`src/hdl/ptwa_pkg.sv`:
```
package ptwa_pkg;

    // Field widths
    localparam int CMD_W      = 2;
    localparam int MAC_W      = 48;
    localparam int CAP_W      = 32;
    localparam int TIME_W     = 32;
    localparam int SEED_W     = 8;
    localparam int STATUS_W   = 2;
    localparam int SLOT_W     = 4;
    localparam int VCOUNT_W   = 5;
    localparam int CFG_IDX_W  = 1;
    localparam int CFG_DATA_W = 32;

    // Seed values 0 .. SEED_RANGE-1; slot indices up to 255 widen to EXT_W
    localparam int SEED_RANGE = 1 << SEED_W;
    localparam int EXT_W      = SEED_W + 1;

    localparam int NODE_SLOTS_DEF = 16;

    localparam logic [TIME_W-1:0] TIMEOUT_RST = TIME_W'(5000);
    localparam logic [CAP_W-1:0]  OWN_CAP_RST = '0;

    typedef enum logic [CMD_W-1:0] {
        CMD_ANNOUNCE = 2'd0,
        CMD_QUERY    = 2'd1,
        CMD_TICK     = 2'd2,
        CMD_PICK     = 2'd3
    } t_cmd;

    typedef enum logic [STATUS_W-1:0] {
        ST_OK    = 2'd0,
        ST_FULL  = 2'd1,
        ST_EMPTY = 2'd2
    } t_status;

    typedef enum logic [CFG_IDX_W-1:0] {
        REG_TIMEOUT = 1'd0,
        REG_OWN_CAP = 1'd1
    } t_reg_idx;

    // One table entry as held in the RAM
    typedef struct packed {
        logic [MAC_W-1:0]  mac;
        logic [CAP_W-1:0]  capacity;
        logic [TIME_W-1:0] seen_time;
    } t_entry;

    typedef struct packed {
        logic [STATUS_W-1:0]    status;
        logic [SLOT_W-1:0]      slot;
        logic [SEED_W-1:0]      next_seed;
        logic                   reply_needed;
        logic [MAC_W-1:0]       reply_mac;
        logic signed [CAP_W-1:0] reply_capacity;
        logic [VCOUNT_W-1:0]    valid_count;
    } t_result;

    // Controller -> datapath
    typedef struct packed {
        logic accept;
        logic scan_step;
        logic pick_step;
        logic write;
        logic load_out;
    } t_dp_cmd;

    // Datapath -> controller
    typedef struct packed {
        t_cmd cmd;
        logic last_step;
        logic pick_hit;
        logic out_free;
    } t_dp_stat;

endpackage

```
`src/hdl/ptwa_in_if.sv`:
```
interface ptwa_in_if import ptwa_pkg::*; ();
    logic                     valid;
    logic                     ready;
    logic [CMD_W-1:0]         cmd;
    logic [MAC_W-1:0]         src_mac;
    logic signed [CAP_W-1:0]  peer_capacity;
    logic [TIME_W-1:0]        now_ms;
    logic [SEED_W-1:0]        seed_in;

    modport source (
        output valid, cmd, src_mac, peer_capacity, now_ms, seed_in,
        input  ready
    );
    modport sink (
        input  valid, cmd, src_mac, peer_capacity, now_ms, seed_in,
        output ready
    );
endinterface

```
`src/hdl/ptwa_out_if.sv`:
```
interface ptwa_out_if import ptwa_pkg::*; ();
    logic                     valid;
    logic                     ready;
    logic [STATUS_W-1:0]      status;
    logic [SLOT_W-1:0]        slot;
    logic [SEED_W-1:0]        next_seed;
    logic                     reply_needed;
    logic [MAC_W-1:0]         reply_mac;
    logic signed [CAP_W-1:0]  reply_capacity;
    logic [VCOUNT_W-1:0]      valid_count;

    modport source (
        output valid, status, slot, next_seed, reply_needed, reply_mac,
               reply_capacity, valid_count,
        input  ready
    );
    modport sink (
        input  valid, status, slot, next_seed, reply_needed, reply_mac,
               reply_capacity, valid_count,
        output ready
    );
endinterface

```
`src/hdl/ptwa_ram.sv`:
```
module ptwa_ram #(
    parameter int WIDTH = 8,
    parameter int DEPTH = 16,
    localparam int ADDR_W = (DEPTH > 1) ? $clog2(DEPTH) : 1
) (
    input  logic                     i_clk,
    input  logic                     i_we,
    input  logic [ADDR_W-1:0]        i_waddr,
    input  logic [WIDTH-1:0]         i_wdata,
    input  logic                     i_re,
    input  logic [ADDR_W-1:0]        i_raddr,
    output logic [WIDTH-1:0]         o_rdata
);
    logic [WIDTH-1:0] r_mem [DEPTH];
    logic [WIDTH-1:0] r_rdata;

    always_ff @(posedge i_clk) begin
        if (i_we) begin
            r_mem[i_waddr] <= i_wdata;
        end
        if (i_re) begin
            r_rdata <= r_mem[i_raddr];
        end
    end

    assign o_rdata = r_rdata;
endmodule

```
`src/hdl/ptwa_ctrl.sv`:
```
module ptwa_ctrl import ptwa_pkg::*; (
    input  logic             i_clk,
    input  logic             i_rst_n,
    input  logic             i_in_valid,
    input  logic [CMD_W-1:0] i_in_cmd,
    output logic             o_in_ready,
    input  t_dp_stat         i_st,
    output t_dp_cmd          o_ctl
);
    typedef enum logic [5:0] {
        S_IDLE  = 6'b000001,
        S_SCAN  = 6'b000010,
        S_DRAIN = 6'b000100,
        S_WRITE = 6'b001000,
        S_PICK  = 6'b010000,
        S_OUT   = 6'b100000
    } t_state;

    t_state r_state, n_state;

    always_comb begin
        n_state = r_state;
        o_ctl   = '0;
        unique case (r_state)
            S_IDLE: begin
                if (i_in_valid) begin
                    o_ctl.accept = 1'b1;
                    unique case (t_cmd'(i_in_cmd))
                        CMD_ANNOUNCE, CMD_TICK: n_state = S_SCAN;
                        CMD_QUERY:              n_state = S_OUT;
                        CMD_PICK:               n_state = S_PICK;
                        default:                n_state = S_OUT;
                    endcase
                end
            end
            S_SCAN: begin
                o_ctl.scan_step = 1'b1;
                if (i_st.last_step) begin
                    n_state = S_DRAIN;
                end
            end
            S_DRAIN: begin
                n_state = (i_st.cmd == CMD_ANNOUNCE) ? S_WRITE : S_OUT;
            end
            S_WRITE: begin
                o_ctl.write = 1'b1;
                n_state     = S_OUT;
            end
            S_PICK: begin
                o_ctl.pick_step = 1'b1;
                if (i_st.pick_hit || i_st.last_step) begin
                    n_state = S_OUT;
                end
            end
            S_OUT: begin
                if (i_st.out_free) begin
                    o_ctl.load_out = 1'b1;
                    n_state        = S_IDLE;
                end
            end
            default: n_state = S_IDLE;
        endcase
    end

    always_ff @(posedge i_clk) begin
        if (!i_rst_n) begin
            r_state <= S_IDLE;
        end else begin
            r_state <= n_state;
        end
    end

    assign o_in_ready = (r_state == S_IDLE);

`ifndef ASSERT_OFF
    a_query_direct: assert property (@(posedge i_clk) disable iff (!i_rst_n)
        (o_ctl.accept && (i_in_cmd == CMD_QUERY)) |=> (r_state == S_OUT))
        else $error("query did not go straight to output");
    a_write_after_drain: assert property (@(posedge i_clk) disable iff (!i_rst_n)
        (r_state == S_WRITE) |-> ($past(r_state) == S_DRAIN))
        else $error("write state entered without a completed scan");
`endif
endmodule

```
`src/hdl/ptwa_dp.sv`:
```
module ptwa_dp import ptwa_pkg::*; #(
    parameter int NODE_SLOTS = NODE_SLOTS_DEF
) (
    input  logic                     i_clk,
    input  logic                     i_rst_n,
    input  logic                     i_cfg_we,
    input  logic [CFG_IDX_W-1:0]     i_cfg_idx,
    input  logic [CFG_DATA_W-1:0]    i_cfg_data,
    input  logic [CMD_W-1:0]         i_item_cmd,
    input  logic [MAC_W-1:0]         i_item_mac,
    input  logic signed [CAP_W-1:0]  i_item_cap,
    input  logic [TIME_W-1:0]        i_item_now,
    input  logic [SEED_W-1:0]        i_item_seed,
    input  t_dp_cmd                  i_ctl,
    output t_dp_stat                 o_st,
    output t_result                  o_res,
    output logic                     o_res_valid,
    input  logic                     i_res_ready
);
    localparam int IDX_W = (NODE_SLOTS > 1) ? $clog2(NODE_SLOTS) : 1;
    localparam int CNT_W = $clog2(NODE_SLOTS + 1);
    localparam logic [IDX_W-1:0] LAST_IDX  = IDX_W'(NODE_SLOTS - 1);
    localparam logic [CNT_W-1:0] LAST_STEP = CNT_W'(NODE_SLOTS - 1);
    localparam int ENTRY_W = $bits(t_entry);

    // Configuration
    logic [TIME_W-1:0] r_timeout;
    logic [CAP_W-1:0]  r_own_cap;

    // Latched item
    t_cmd               r_cmd;
    logic [MAC_W-1:0]   r_mac;
    logic [CAP_W-1:0]   r_cap;
    logic [TIME_W-1:0]  r_now;
    logic [SEED_W-1:0]  r_seed;

    // Scan state
    logic [IDX_W-1:0]   r_ptr;
    logic [CNT_W-1:0]   r_step;
    logic               r_chk_vld;
    logic [IDX_W-1:0]   r_chk_idx;
    logic               r_hit_found, r_free_found, r_pick_found;
    logic [IDX_W-1:0]   r_hit_idx, r_free_idx;

    // Table control
    logic [NODE_SLOTS-1:0] r_valid;
    logic [CNT_W-1:0]      r_count;

    t_result r_res;
    logic    r_res_vld;

    // seed mod NODE_SLOTS, worked out at elaboration
    logic [IDX_W-1:0] w_start_lut [SEED_RANGE];
    for (genvar s = 0; s < SEED_RANGE; s++) begin : g_start_lut
        localparam int START = s % NODE_SLOTS;
        assign w_start_lut[s] = IDX_W'(START);
    end

    // Entry RAM
    logic             w_we;
    logic [IDX_W-1:0] w_sel_idx;
    t_entry           w_wdata;
    t_entry           w_rdata;
    logic [ENTRY_W-1:0] w_rdata_raw;

    assign w_sel_idx = r_hit_found ? r_hit_idx : r_free_idx;
    assign w_we      = i_ctl.write && (r_hit_found || r_free_found);
    assign w_wdata   = '{mac: r_mac, capacity: r_cap, seen_time: r_now};

    ptwa_ram #(
        .WIDTH (ENTRY_W),
        .DEPTH (NODE_SLOTS)
    ) u_entry_ram (
        .i_clk   (i_clk),
        .i_we    (w_we),
        .i_waddr (w_sel_idx),
        .i_wdata (w_wdata),
        .i_re    (i_ctl.scan_step),
        .i_raddr (r_ptr),
        .o_rdata (w_rdata_raw)
    );
    assign w_rdata = t_entry'(w_rdata_raw);

    // Compare stage, one entry behind the read address
    logic w_chk_valid, w_mac_hit, w_free, w_age_over, w_expire;
    assign w_chk_valid = r_valid[r_chk_idx];
    assign w_mac_hit   = r_chk_vld && w_chk_valid && (w_rdata.mac == r_mac);
    assign w_free      = r_chk_vld && !w_chk_valid;
    // Timestamp ahead of now counts as age zero, which never exceeds the timeout
    assign w_age_over  = (r_now > w_rdata.seen_time) &&
                         ((r_now - w_rdata.seen_time) > r_timeout);
    assign w_expire    = r_chk_vld && w_chk_valid && w_age_over && (r_cmd == CMD_TICK);

    logic [IDX_W-1:0] w_ptr_next;
    assign w_ptr_next = (r_ptr == LAST_IDX) ? '0 : r_ptr + 1'b1;

    always_ff @(posedge i_clk) begin
        if (!i_rst_n) begin
            r_timeout <= TIMEOUT_RST;
            r_own_cap <= OWN_CAP_RST;
        end else if (i_cfg_we) begin
            unique case (t_reg_idx'(i_cfg_idx))
                REG_TIMEOUT: r_timeout <= i_cfg_data;
                REG_OWN_CAP: r_own_cap <= i_cfg_data;
                default: ;
            endcase
        end
    end

    always_ff @(posedge i_clk) begin
        if (i_ctl.accept) begin
            r_cmd  <= t_cmd'(i_item_cmd);
            r_mac  <= i_item_mac;
            r_cap  <= i_item_cap;
            r_now  <= i_item_now;
            r_seed <= i_item_seed;
        end
    end

    always_ff @(posedge i_clk) begin
        if (!i_rst_n) begin
            r_ptr        <= '0;
            r_step       <= '0;
            r_chk_vld    <= 1'b0;
            r_chk_idx    <= '0;
            r_hit_found  <= 1'b0;
            r_free_found <= 1'b0;
            r_pick_found <= 1'b0;
            r_hit_idx    <= '0;
            r_free_idx   <= '0;
        end else begin
            r_chk_vld <= i_ctl.scan_step;
            if (i_ctl.accept) begin
                r_ptr        <= (t_cmd'(i_item_cmd) == CMD_PICK) ?
                                w_start_lut[i_item_seed] : '0;
                r_step       <= '0;
                r_hit_found  <= 1'b0;
                r_free_found <= 1'b0;
                r_pick_found <= 1'b0;
            end else if (i_ctl.scan_step) begin
                r_chk_idx <= r_ptr;
                r_ptr     <= r_ptr + 1'b1;
                r_step    <= r_step + 1'b1;
            end else if (i_ctl.pick_step) begin
                if (r_valid[r_ptr]) begin
                    r_pick_found <= 1'b1;
                end else begin
                    r_ptr  <= w_ptr_next;
                    r_step <= r_step + 1'b1;
                end
            end
            if (w_mac_hit && !r_hit_found) begin
                r_hit_found <= 1'b1;
                r_hit_idx   <= r_chk_idx;
            end
            if (w_free && !r_free_found) begin
                r_free_found <= 1'b1;
                r_free_idx   <= r_chk_idx;
            end
        end
    end

    // Valid bits and their count; an expiry and a write never share a cycle
    always_ff @(posedge i_clk) begin
        if (!i_rst_n) begin
            r_valid <= '0;
            r_count <= '0;
        end else begin
            if (w_expire) begin
                r_valid[r_chk_idx] <= 1'b0;
                r_count            <= r_count - 1'b1;
            end else if (w_we) begin
                r_valid[w_sel_idx] <= 1'b1;
                if (!r_hit_found) begin
                    r_count <= r_count + 1'b1;
                end
            end
        end
    end

    // Result assembly
    logic [EXT_W-1:0] w_sel_ext, w_pick_ext, w_pick_next, w_cnt_ext;
    t_result          w_res;

    assign w_sel_ext   = EXT_W'(w_sel_idx);
    assign w_pick_ext  = EXT_W'(r_ptr);
    assign w_pick_next = w_pick_ext + 1'b1;
    assign w_cnt_ext   = EXT_W'(r_count);

    always_comb begin
        w_res             = '0;
        w_res.status      = ST_OK;
        w_res.next_seed   = r_seed;
        w_res.valid_count = w_cnt_ext[VCOUNT_W-1:0];
        unique case (r_cmd)
            CMD_ANNOUNCE: begin
                if (r_hit_found || r_free_found) begin
                    w_res.slot = w_sel_ext[SLOT_W-1:0];
                end else begin
                    w_res.status = ST_FULL;
                end
            end
            CMD_QUERY: begin
                w_res.reply_needed   = 1'b1;
                w_res.reply_mac      = r_mac;
                w_res.reply_capacity = r_own_cap;
            end
            CMD_TICK: ;
            CMD_PICK: begin
                if (r_pick_found) begin
                    w_res.slot      = w_pick_ext[SLOT_W-1:0];
                    w_res.next_seed = w_pick_next[SEED_W-1:0];
                end else begin
                    w_res.status = ST_EMPTY;
                end
            end
            default: ;
        endcase
    end

    always_ff @(posedge i_clk) begin
        if (i_ctl.load_out) begin
            r_res <= w_res;
        end
    end

    always_ff @(posedge i_clk) begin
        if (!i_rst_n) begin
            r_res_vld <= 1'b0;
        end else if (i_ctl.load_out) begin
            r_res_vld <= 1'b1;
        end else if (i_res_ready) begin
            r_res_vld <= 1'b0;
        end
    end

    assign o_res       = r_res;
    assign o_res_valid = r_res_vld;

    assign o_st.cmd       = r_cmd;
    assign o_st.last_step = (r_step == LAST_STEP);
    assign o_st.pick_hit  = r_valid[r_ptr];
    assign o_st.out_free  = !r_res_vld || i_res_ready;

`ifndef ASSERT_OFF
    a_count_matches: assert property (@(posedge i_clk) disable iff (!i_rst_n)
        r_count == CNT_W'($countones(r_valid)))
        else $error("valid count out of step with valid bits");
    a_no_overwrite: assert property (@(posedge i_clk) disable iff (!i_rst_n)
        (w_we && !r_hit_found) |-> !r_valid[w_sel_idx])
        else $error("new peer written over a valid entry");
    a_load_free: assert property (@(posedge i_clk) disable iff (!i_rst_n)
        i_ctl.load_out |-> (!r_res_vld || i_res_ready))
        else $error("result register loaded while still occupied");
`endif
endmodule

```
`src/hdl/peer_table_with_aging.sv`:
```
// Peer table with ageing: keeps up to NODE_SLOTS peers keyed by 48-bit MAC.
// One input transaction at a time; each gives exactly one result transaction.
// Announce scans every entry through the entry RAM's single read port, one
// entry a cycle, then writes the matching or else the first free entry, if
// any. Tick uses the same scan and drops entries older than timeout_ms (a
// timestamp ahead of now counts as age zero). Pick walks the valid bits
// round-robin from seed_in mod NODE_SLOTS, one a cycle, stopping at the first
// valid entry. Query goes straight to the output stage without a scan.
// The result sits in an output register, so a finished result may wait on
// o_result.ready while the next transaction is taken; the one after waits
// until that register frees.
// Registers (i_cfg_idx): 0 timeout_ms (reset 5000), 1 own_capacity (reset 0);
// write them only while the block is idle. No clearing pass after reset.
module peer_table_with_aging import ptwa_pkg::*; #(
    parameter int NODE_SLOTS = NODE_SLOTS_DEF
) (
    input  logic                   i_clk,
    input  logic                   i_rst_n,
    input  logic                   i_cfg_we,
    input  logic [CFG_IDX_W-1:0]   i_cfg_idx,
    input  logic [CFG_DATA_W-1:0]  i_cfg_data,
    ptwa_in_if.sink                i_item,
    ptwa_out_if.source             o_result
);
    t_dp_cmd  w_ctl;
    t_dp_stat w_st;
    t_result  w_res;
    logic     w_res_valid;

    // Sequencer: owns the input handshake and the scan/pick/write order
    ptwa_ctrl u_ctrl (
        .i_clk      (i_clk),
        .i_rst_n    (i_rst_n),
        .i_in_valid (i_item.valid),
        .i_in_cmd   (i_item.cmd),
        .o_in_ready (i_item.ready),
        .i_st       (w_st),
        .o_ctl      (w_ctl)
    );

    // Table storage, compare stage, valid bits and result register
    ptwa_dp #(
        .NODE_SLOTS (NODE_SLOTS)
    ) u_dp (
        .i_clk       (i_clk),
        .i_rst_n     (i_rst_n),
        .i_cfg_we    (i_cfg_we),
        .i_cfg_idx   (i_cfg_idx),
        .i_cfg_data  (i_cfg_data),
        .i_item_cmd  (i_item.cmd),
        .i_item_mac  (i_item.src_mac),
        .i_item_cap  (i_item.peer_capacity),
        .i_item_now  (i_item.now_ms),
        .i_item_seed (i_item.seed_in),
        .i_ctl       (w_ctl),
        .o_st        (w_st),
        .o_res       (w_res),
        .o_res_valid (w_res_valid),
        .i_res_ready (o_result.ready)
    );

    assign o_result.valid          = w_res_valid;
    assign o_result.status         = w_res.status;
    assign o_result.slot           = w_res.slot;
    assign o_result.next_seed      = w_res.next_seed;
    assign o_result.reply_needed   = w_res.reply_needed;
    assign o_result.reply_mac      = w_res.reply_mac;
    assign o_result.reply_capacity = w_res.reply_capacity;
    assign o_result.valid_count    = w_res.valid_count;
endmodule

```
`src/flat_wrapper.sv`:
```
// flat-port wrapper written by rule: the top's interface ports become plain ports
module peer_table_with_aging_flat import ptwa_pkg::*;
#(
    parameter int NODE_SLOTS = NODE_SLOTS_DEF
)
  (i_clk, i_rst_n, i_cfg_we, i_cfg_idx, i_cfg_data, i_item_valid, i_item_cmd, i_item_src_mac, i_item_peer_capacity, i_item_now_ms, i_item_seed_in, i_item_ready, o_result_valid, o_result_status, o_result_slot, o_result_next_seed, o_result_reply_needed, o_result_reply_mac, o_result_reply_capacity, o_result_valid_count, o_result_ready);
  ptwa_in_if i_item_i ();
  ptwa_out_if o_result_i ();
  input  logic i_clk;
  input  logic i_rst_n;
  input  logic i_cfg_we;
  input  logic [CFG_IDX_W-1:0] i_cfg_idx;
  input  logic [CFG_DATA_W-1:0] i_cfg_data;
  input wire logic [$bits(i_item_i.valid)-1:0] i_item_valid;
  input wire logic [$bits(i_item_i.cmd)-1:0] i_item_cmd;
  input wire logic [$bits(i_item_i.src_mac)-1:0] i_item_src_mac;
  input wire logic [$bits(i_item_i.peer_capacity)-1:0] i_item_peer_capacity;
  input wire logic [$bits(i_item_i.now_ms)-1:0] i_item_now_ms;
  input wire logic [$bits(i_item_i.seed_in)-1:0] i_item_seed_in;
  output wire logic [$bits(i_item_i.ready)-1:0] i_item_ready;
  output wire logic [$bits(o_result_i.valid)-1:0] o_result_valid;
  output wire logic [$bits(o_result_i.status)-1:0] o_result_status;
  output wire logic [$bits(o_result_i.slot)-1:0] o_result_slot;
  output wire logic [$bits(o_result_i.next_seed)-1:0] o_result_next_seed;
  output wire logic [$bits(o_result_i.reply_needed)-1:0] o_result_reply_needed;
  output wire logic [$bits(o_result_i.reply_mac)-1:0] o_result_reply_mac;
  output wire logic [$bits(o_result_i.reply_capacity)-1:0] o_result_reply_capacity;
  output wire logic [$bits(o_result_i.valid_count)-1:0] o_result_valid_count;
  input wire logic [$bits(o_result_i.ready)-1:0] o_result_ready;
  assign i_item_i.valid = i_item_valid;
  assign i_item_i.cmd = i_item_cmd;
  assign i_item_i.src_mac = i_item_src_mac;
  assign i_item_i.peer_capacity = i_item_peer_capacity;
  assign i_item_i.now_ms = i_item_now_ms;
  assign i_item_i.seed_in = i_item_seed_in;
  assign i_item_ready = i_item_i.ready;
  assign o_result_valid = o_result_i.valid;
  assign o_result_status = o_result_i.status;
  assign o_result_slot = o_result_i.slot;
  assign o_result_next_seed = o_result_i.next_seed;
  assign o_result_reply_needed = o_result_i.reply_needed;
  assign o_result_reply_mac = o_result_i.reply_mac;
  assign o_result_reply_capacity = o_result_i.reply_capacity;
  assign o_result_valid_count = o_result_i.valid_count;
  assign o_result_i.ready = o_result_ready;
  peer_table_with_aging #(.NODE_SLOTS(NODE_SLOTS)) u_core (.i_clk(i_clk), .i_rst_n(i_rst_n), .i_cfg_we(i_cfg_we), .i_cfg_idx(i_cfg_idx), .i_cfg_data(i_cfg_data), .i_item(i_item_i), .o_result(o_result_i));
endmodule
```
`config.mk`:
```
export PLATFORM = sky130hd
export DESIGN_NAME = peer_table_with_aging_flat
export DESIGN_NICKNAME = d
export VERILOG_FILES = /design/src/hdl/ptwa_pkg.sv /design/src/hdl/ptwa_in_if.sv /design/src/hdl/ptwa_out_if.sv /design/src/hdl/ptwa_ram.sv /design/src/hdl/ptwa_ctrl.sv /design/src/hdl/ptwa_dp.sv /design/src/hdl/peer_table_with_aging.sv /design/src/flat_wrapper.sv
export SDC_FILE = /design/constraint.sdc
export NUM_CORES = 2
export LEC_CHECK = 0
export BUFFER_PORTS_ARGS = -buffer_cell sky130_fd_sc_hd__buf_2
export CAP_MARGIN = 5
export CORE_MARGIN = 4
export CORE_UTILIZATION = 35
export CTS_CLUSTER_DIAMETER = 30
export DETAILED_ROUTE_END_ITERATION = 6
export PLACE_DENSITY = 0.61
export SLEW_MARGIN = 15
export SYNTH_ARGS = -nofsm -noshare
export SYNTH_HDL_FRONTEND = slang
export SYNTH_SLANG_ARGS = --single-unit
export TNS_END_PERCENT = 20
```
`constraint.sdc`:
```
create_clock -name i_clk -period 8.2 [get_ports i_clk]
set_input_delay 1.64 -clock i_clk [delete_from_list [all_inputs] [get_ports i_clk]]
set_output_delay 1.64 -clock i_clk [all_outputs]
set_load 0.05 [all_outputs]
```
=== Yosys cells after proc, flatten, opt, wreduce, memory -nomap -nowiden ===
Memory sizes are Yosys's and may differ from the RTL's. A register that Yosys moved wholly into a read port is not among the register bits.
Cells that the tools add are included.

* Bits of input ports: 160
* Register bits: 339
* Memory bits (writable): 1,792
* ROM bits: 1,024
* Output and inout bits: 102
* Memories kept: 2
* Word-level logic and storage cells: 162

{| class="wikitable"
|+ Memories
! memory !! words !! bits a word !! read ports !! clocked after Yosys merged registers in !! wr ports !! RTL line !! RTL
|-
| u_core.u_dp.u_entry_ram.r_mem || 16 || 112 || 1 || 1 || 1 || ptwa_ram.sv:14 || <nowiki>logic [WIDTH-1:0] r_mem [DEPTH];</nowiki>
|-
| (name not given) || 256 || 4 || 1 || 0 || 0 || ptwa_dp.sv:135 || <nowiki>w_start_lut[i_item_seed] : '0;</nowiki>
|}

* $add $sub $neg: 6
* Muxes and demuxes: 53
* Bitwise operators: 8
* Reductions and logical operators: 36
* Equality and inequality tests: 22
* $lt $le $gt $ge: 8

{| class="wikitable"
|+ Operator list
! operator !! number
|-
| $mux 81 || 1
|-
| $gt 32x32->1 || 2
|-
| $eq 48x48->1 || 1
|-
| $mux 4 || 10
|-
| $pmux 6 s6 || 1
|-
| $mux 16 || 2
|-
| $sub 32x32->32 || 1
|-
| $mux 5 || 6
|-
| $mux 6 || 5
|-
| $mux 1 || 19
|-
| $pmux 6 s3 || 1
|-
| $and 16x16->16 || 1
|-
| $not 16->16 || 1
|-
| $or 16x16->16 || 1
|-
| $lt 4x5->1 const B || 3
|-
| $mux 12 || 1
|-
| $pmux 6 s2 || 1
|-
| $reduce_and 2->1 || 6
|-
| $logic_and 1x1->1 || 11
|-
| $add 5x1->5 const B || 2
|-
| $ne 2x2->1 const B || 5
|-
| $reduce_bool 2->1 || 5
|-
| $ge 9x9->1 const B || 1
|-
| $not 8->9 || 1
|-
| 28 further kinds || 45
|}

=== Logic depth before layout (Yosys ltp) ===
* Word-level depth: 8
* Mapped depth: 28
* Depth with buffers taken out: 26

=== Modules after synthesis ===
Synthesis repeated with hierarchy kept, for this count alone.

* Cell total of the unflattened synthesis: 4,234
* Area total of the unflattened synthesis: 85,866.1 µm²

{| class="wikitable"
|+ By module, submodules not included
! module !! times used !! area an instance (µm²) !! seq. area each (µm²) !! cells an instance
|-
| ptwa_ram || 1 || 70,291.2 || 57,174.8 || 2,864
|-
| ptwa_dp || 1 || 15,158.3 || 8,888.5 || 1,320
|-
| ptwa_ctrl || 1 || 416.6 || 120.1 || 50
|}

=== Worst setup path after synthesis ===
Ideal clock, no wire load.

* Kind: input to register
* Start: input port o_result_ready
* End: register u_core.u_dp.r_res, in the netlist u_core.u_dp.o_res[0], enable pin
* Data required time: 7,629 ps
* Library setup time: 571 ps
* Setup slack: 1,448 ps
* Stages on the path: 2
* Data arrival time: 6,181 ps
* Path buffers: 0
* Path through: nand2b_1 -> nor2b_1

{| class="wikitable"
|+ RTL lines
! what !! RTL line !! RTL
|-
| start: declaration || flat_wrapper.sv:29 || <nowiki>input wire logic [$bits(o_result_i.ready)-1:0] o_result_ready;</nowiki>
|-
| end signal: assignment || ptwa_dp.sv:223 || <nowiki>r_res <= w_res;</nowiki>
|-
| end: declaration || ptwa_dp.sv:49 || <nowiki>t_result r_res;</nowiki>
|}

=== Worst setup path in the final report ===
* Start: register u_core.u_dp.r_now[3]
* End: register u_core.u_dp.r_count[4]

* Longest elaborated chain between the ends: 7
* Elaborated cells on any way between the ends: 10
* Classes of those cells: add/sub (1); order compare (2); eq/ne (1); mux (1); reduce/logical (5)

{| class="wikitable"
|+ Ends and longest elaborated chain
! what !! RTL line !! RTL
|-
| start: declaration || ptwa_dp.sv:34 || <nowiki>logic [TIME_W-1:0] r_now;</nowiki>
|-
| start signal: assignment || ptwa_dp.sv:115 || <nowiki>r_now <= i_item_now;</nowiki>
|-
| $sub 32x32->32 || ptwa_dp.sv:91 || <nowiki>((r_now - w_rdata.seen_time) > r_timeout);</nowiki>
|-
| $gt 32x32->1 || ptwa_dp.sv:91 ||
|-
| $logic_and 1x1->1 (*) || ptwa_dp.sv:90 || <nowiki>assign w_age_over = (r_now > w_rdata.seen_time) &&</nowiki>
|-
| $logic_and 1x1->1 (*) (2 in a row) || ptwa_dp.sv:92 || <nowiki>assign w_expire = r_chk_vld && w_chk_valid && w_age_over && (r_cmd == CMD_TICK);</nowiki>
|-
| $ne 2x1->1 (no line) or $reduce_bool 2->1 (tied branches) || -- ||
|-
| $reduce_and 2->1 (no line) || -- ||
|-
| end signal: assignment || ptwa_dp.sv:171 || <nowiki>r_count <= r_count - 1'b1;</nowiki>
|-
| end signal: assignment || ptwa_dp.sv:175 || <nowiki>r_count <= r_count + 1'b1;</nowiki>
|-
| end: declaration || ptwa_dp.sv:47 || <nowiki>logic [CNT_W-1:0] r_count;</nowiki>
|}

Every way passes the cells marked *; elsewhere a longest branch is shown, timed or not.
A chain may end at the register's enable or synchronous reset.

==> metrics.json <==
{
  "share_clk_of_total_power": {"value": 53.3, "unit": "%"},
  "post-synth-top-area-fraction": {"value": 71.5, "unit": "%"},
  "hold_viol": {"value": 0},
  "worst_ep_arrival_time": {"value": 6870, "unit": "ps"},
  "fill_cells": {"value": 15600},
  "die-area": {"value": 193000, "unit": "um2"},
  "viasPerCell": {"value": 5.10},
  "synth-warning-count": {"value": 0},
  "final_net_count": {"value": 3974},
  "rsz0062_at_grt": {"value": "no"},
  "drive_above_1_share": {"value": 32.7, "unit": "%"},
  "timing.fmax": {"value": 0.163, "unit": "GHz"},
  "die_height": {"value": 439, "unit": "um"},
  "gp_routability_congestion": {"value": 0.823},
  "place_area": {"value": 69400, "unit": "um2"},
  "first_global_vias": {"value": 34500},
  "critPathMaxFanout": {"value": 25},
  "cts_resized": {"value": 0},
  "synthArstFlopShare": {"value": 0, "unit": "%"},
  "core.rowCount": {"value": 157},
  "gr-usage-all-layers": {"value": 16.8, "unit": "%"},
  "synthesis.area": {"value": 65100, "unit": "um2"},
  "clock_sinks": {"value": 1667},
  "grt_start_max_net_pins": {"value": 147},
  "min_period_over_period": {"value": 75.0, "unit": "%"},
  "edff_count_synth": {"value": 1550},
  "numCtsBuffers": {"value": 357},
  "tritoncts": {"value": "yes"},
  "max_cap_viols": {"value": 0},
  "detailedRoute.firstPassIterationCount": {"value": 5},
  "element_type_at_the_critical_path_end": {"value": "flop"},
  "drv_slew": {"value": 0},
  "grt_first_pass_wirelength": {"value": 237, "unit": "mm"},
  "routed_wirelength": {"value": 163, "unit": "mm"},
  "crit_buf_inv": {"value": 1},
  "core_area": {"value": 184000, "unit": "um2"},
  "irDropWorstVdd": {"value": 0.195, "unit": "mV"},
  "ioPinCount": {"value": 262},
  "yosysTopAreaCell": {"value": "edfxtp_1"},
  "grt_overflow": {"value": 0},
  "worst_path_max_delay_cell": {"value": "edfxtp_1"},
  "ctsHtreeMaxLevel": {"value": 5},
  "cellLeakagePower": {"value": 27.0, "unit": "nW"},
  "dpl.hpwl": {"value": 86.7, "unit": "mm"},
  "seq_area_frac_synth": {"value": 75.1, "unit": "%"},
  "final_total_power": {"value": 26.5, "unit": "mW"},
  "outcome": {"value": "finished, final reports clean"},
  "yosys.cell_types.count": {"value": 75},
  "worst_slew_margin_rel": {"value": 23.2, "unit": "%"},
  "number_of_buffers_inserted_for_hold_repair_after_clock_tree_synthesis": {"value": 0},
  "timing.critical_path.cells": {"value": "ha_1 > a21o_1 > a21o_1 > a221oi_1 > o211ai_1 > a311oi_1 > o31ai_1 > a21oi_1 > xnor2_1 > ha_1 > nand2_1 > nor2_1 > a211oi_1 > o21ai_0 > a221o_1 > o311a_2 > buf_4 > ha_1 > o21ai_0 > nand2b_1 > and3_1 > o21ai_0 > o311ai_0"},
  "cp_data_required_time": {"value": 8920, "unit": "ps"},
  "final_setup_tns": {"value": 0, "unit": "ps"},
  "cpPeakStageDelay": {"value": 730, "unit": "ps"},
  "cts-root-buf": {"value": "clkbuf_16"},
  "synth_top_cells_by_area": {"value": "edfxtp_1, mux4_2, dfxtp_1"},
  "antenna_left": {"value": 0},
  "antenna_found_initial": {"value": 15},
  "die_x": {"value": 439, "unit": "um"},
  "report.final.setup_viol": {"value": 0},
  "type_of_the_worst_min_delay_path": {"value": "flop to flop"},
  "remaining_drc_errors": {"value": 0},
  "post-cts-setup-buffer-count": {"value": 0},
  "finalInstanceArea": {"value": 81300, "unit": "um2"},
  "worst_slew_pin_slew": {"value": 1150, "unit": "ps"},
  "numPortBuffers": {"value": 229},
  "netlist_top_cells_count": {"value": "edfxtp_1, mux4_2, nand2_1"},
  "kind_of_cell_with_the_highest_combined_delay_on_the_critical_path": {"value": "compound AO/OA/AOI/OAI gates"},
  "dominantRegCellSynth": {"value": "edfxtp_1"},
  "postSynthRegisterBits": {"value": 1667},
  "clkTransAtPathRegs": {"value": 40, "unit": "ps"},
  "clock_latency_at_the_later_pin_of_the_worst_skew_pair": {"value": 940, "unit": "ps"},
  "vias": {"value": 33100},
  "synthToLayoutAreaGrowth": {"value": 25.0, "unit": "%"},
  "switching_share": {"value": 22.6, "unit": "%"},
  "power-per-cell-area": {"value": 325, "unit": "nW/um2"},
  "floorplan.initialDensity": {"value": 35.4, "unit": "%"},
  "drt_iter0_drc": {"value": 3267},
  "clock_path_buffers": {"value": 4},
  "clock-skew-final": {"value": 69.4, "unit": "ps"},
  "synth_area_per_cell": {"value": 20.1, "unit": "um2"},
  "finalWorstPathRequiredPeriod": {"value": 6150, "unit": "ps"},
  "timing.critical_path.from_type": {"value": "flop"},
  "path_class": {"value": "flop to flop"},
  "p_seq_share": {"value": 37.9, "unit": "%"},
  "post-synth-top-count-cell": {"value": "edfxtp_1"},
  "synthesized_netlist_cell_count": {"value": 3234},
  "synthesis.nets": {"value": 3470},
  "net_sw_power": {"value": 5.99, "unit": "mW"},
  "internal-power": {"value": 20.5, "unit": "mW"},
  "avgRoutedWirePerCell": {"value": 25.2, "unit": "um"},
  "pwr-share-comb": {"value": 8.8, "unit": "%"}
}
power groups by stage:
stage | sequential [mW] | combinational (mW) | clock, mW
after detailed placement | 10.2 | 2.35 | 0
after floorplan | 10.0 | 1.76 | 0
after global placement | 10.2 | 2.35 | 0
after global routing | 10.1 | 2.52 | 14.8
final | 10.0 | 2.33 | 14.1
after CTS | 10.0 | 2.37 | 14.3
layout make-up:
cell class / instances / area, um2 / area share [%]
diodes: 8 / 20.0 / 0.0246
clock buffers: 400 / 9200 / 11.3
clock inverters: 230 / 2710 / 3.33
inverters: 99 / 379 / 0.466
multi-input cells: 1323 / 15400 / 18.9
flip-flops and latches: 1667 / 48900 / 60.1
well taps: 2464 / 3080 / 3.79
repair buffers: 290 / 1640 / 2.02
worst paths after layout:
kind                                           startpoint                         to  slack (ps)  cells after the start
worst max register to register       u_core.u_dp.r_now[3]     u_core.u_dp.r_count[4]        2050                     23
worst min register to register  u_core.u_dp.r_own_cap[22]  u_core.u_dp.r_own_cap[22]         460                      2
worst max-delay path                 u_core.u_dp.r_now[3]     u_core.u_dp.r_count[4]        2050                     23
worst min-delay path            u_core.u_dp.r_own_cap[22]  u_core.u_dp.r_own_cap[22]         460                      2
state kept, by name, indices dropped and copies added, names as in the netlist, 2 cells and up:
name / count
u_core.u_ctrl.r_state: 6
u_core.u_dp.o_res: 100
u_core.u_dp.r_chk_idx: 4
u_core.u_dp.r_cmd: 2
u_core.u_dp.r_count: 5
u_core.u_dp.r_free_idx: 4
u_core.u_dp.r_hit_idx: 4
u_core.u_dp.r_mac: 48
u_core.u_dp.r_now: 32
u_core.u_dp.r_own_cap: 32
u_core.u_dp.r_ptr: 4
u_core.u_dp.r_seed: 8
u_core.u_dp.r_step: 5
u_core.u_dp.r_timeout: 32
u_core.u_dp.r_valid: 16
u_core.u_dp.u_entry_ram.o_rdata: 80
u_core.u_dp.u_entry_ram.r_mem: 1280
through the flow:
step	std cells	hold slack, ps	utilization [%]	worst slack [ps]
finish	6481	457	44.2	2050
global route	6477	481	44.2	1320
CTS	6473	459	44.2	2080
detailed placement	5843	454	37.7	2130
global placement	5843	447	37.7	1990
floorplan	3234	435	-	1450
cells by family (layout without fill, tap and decap cells):
group	Yosys count	count (layout)	synth area share, %
AND/OR/NAND/NOR	479	479	3.66
multiplexers	420	420	14.4
AO/OA/AOI/OAI	273	273	2.92
buffers and inverters	244	1019	1.44
adder cells (fa/ha/maj)	76	76	1.48
XOR/XNOR	75	75	1.01
other	0	8	0
flip-flops	1667	1667	75.1
placed cells by master, fill, tap and decap left out, types with 68 or more instances in the layout:
cell	n
nand2_1	197
a21boi_0	68
buf_2	228
ha_1	73
dfxtp_1	113
mux4_2	407
inv_1	97
edfxtp_1	1550
and2_1	89
clkbuf_16	359
layer usage:
| metal | vias to the layer above | track usage [%] | part of all wire (%) |
|---|---|---|---|
| met2 | 1264 | 26.7 | 48 |
| met5 | - | 0 | 0.0067 |
| li1 | 14200 | - | - |
| met1 | 17300 | 22.7 | 42 |
| met3 | 275 | 3.72 | 7.1 |
| met4 | 2 | 6.40 | 3.1 |
tightest hold or removal path, stage by stage (launching register included):
cell and delay [ps]:
dfxtp_1 300, nand2_1 40, a21boi_0 60
Power figures use the tool's default switching activity.
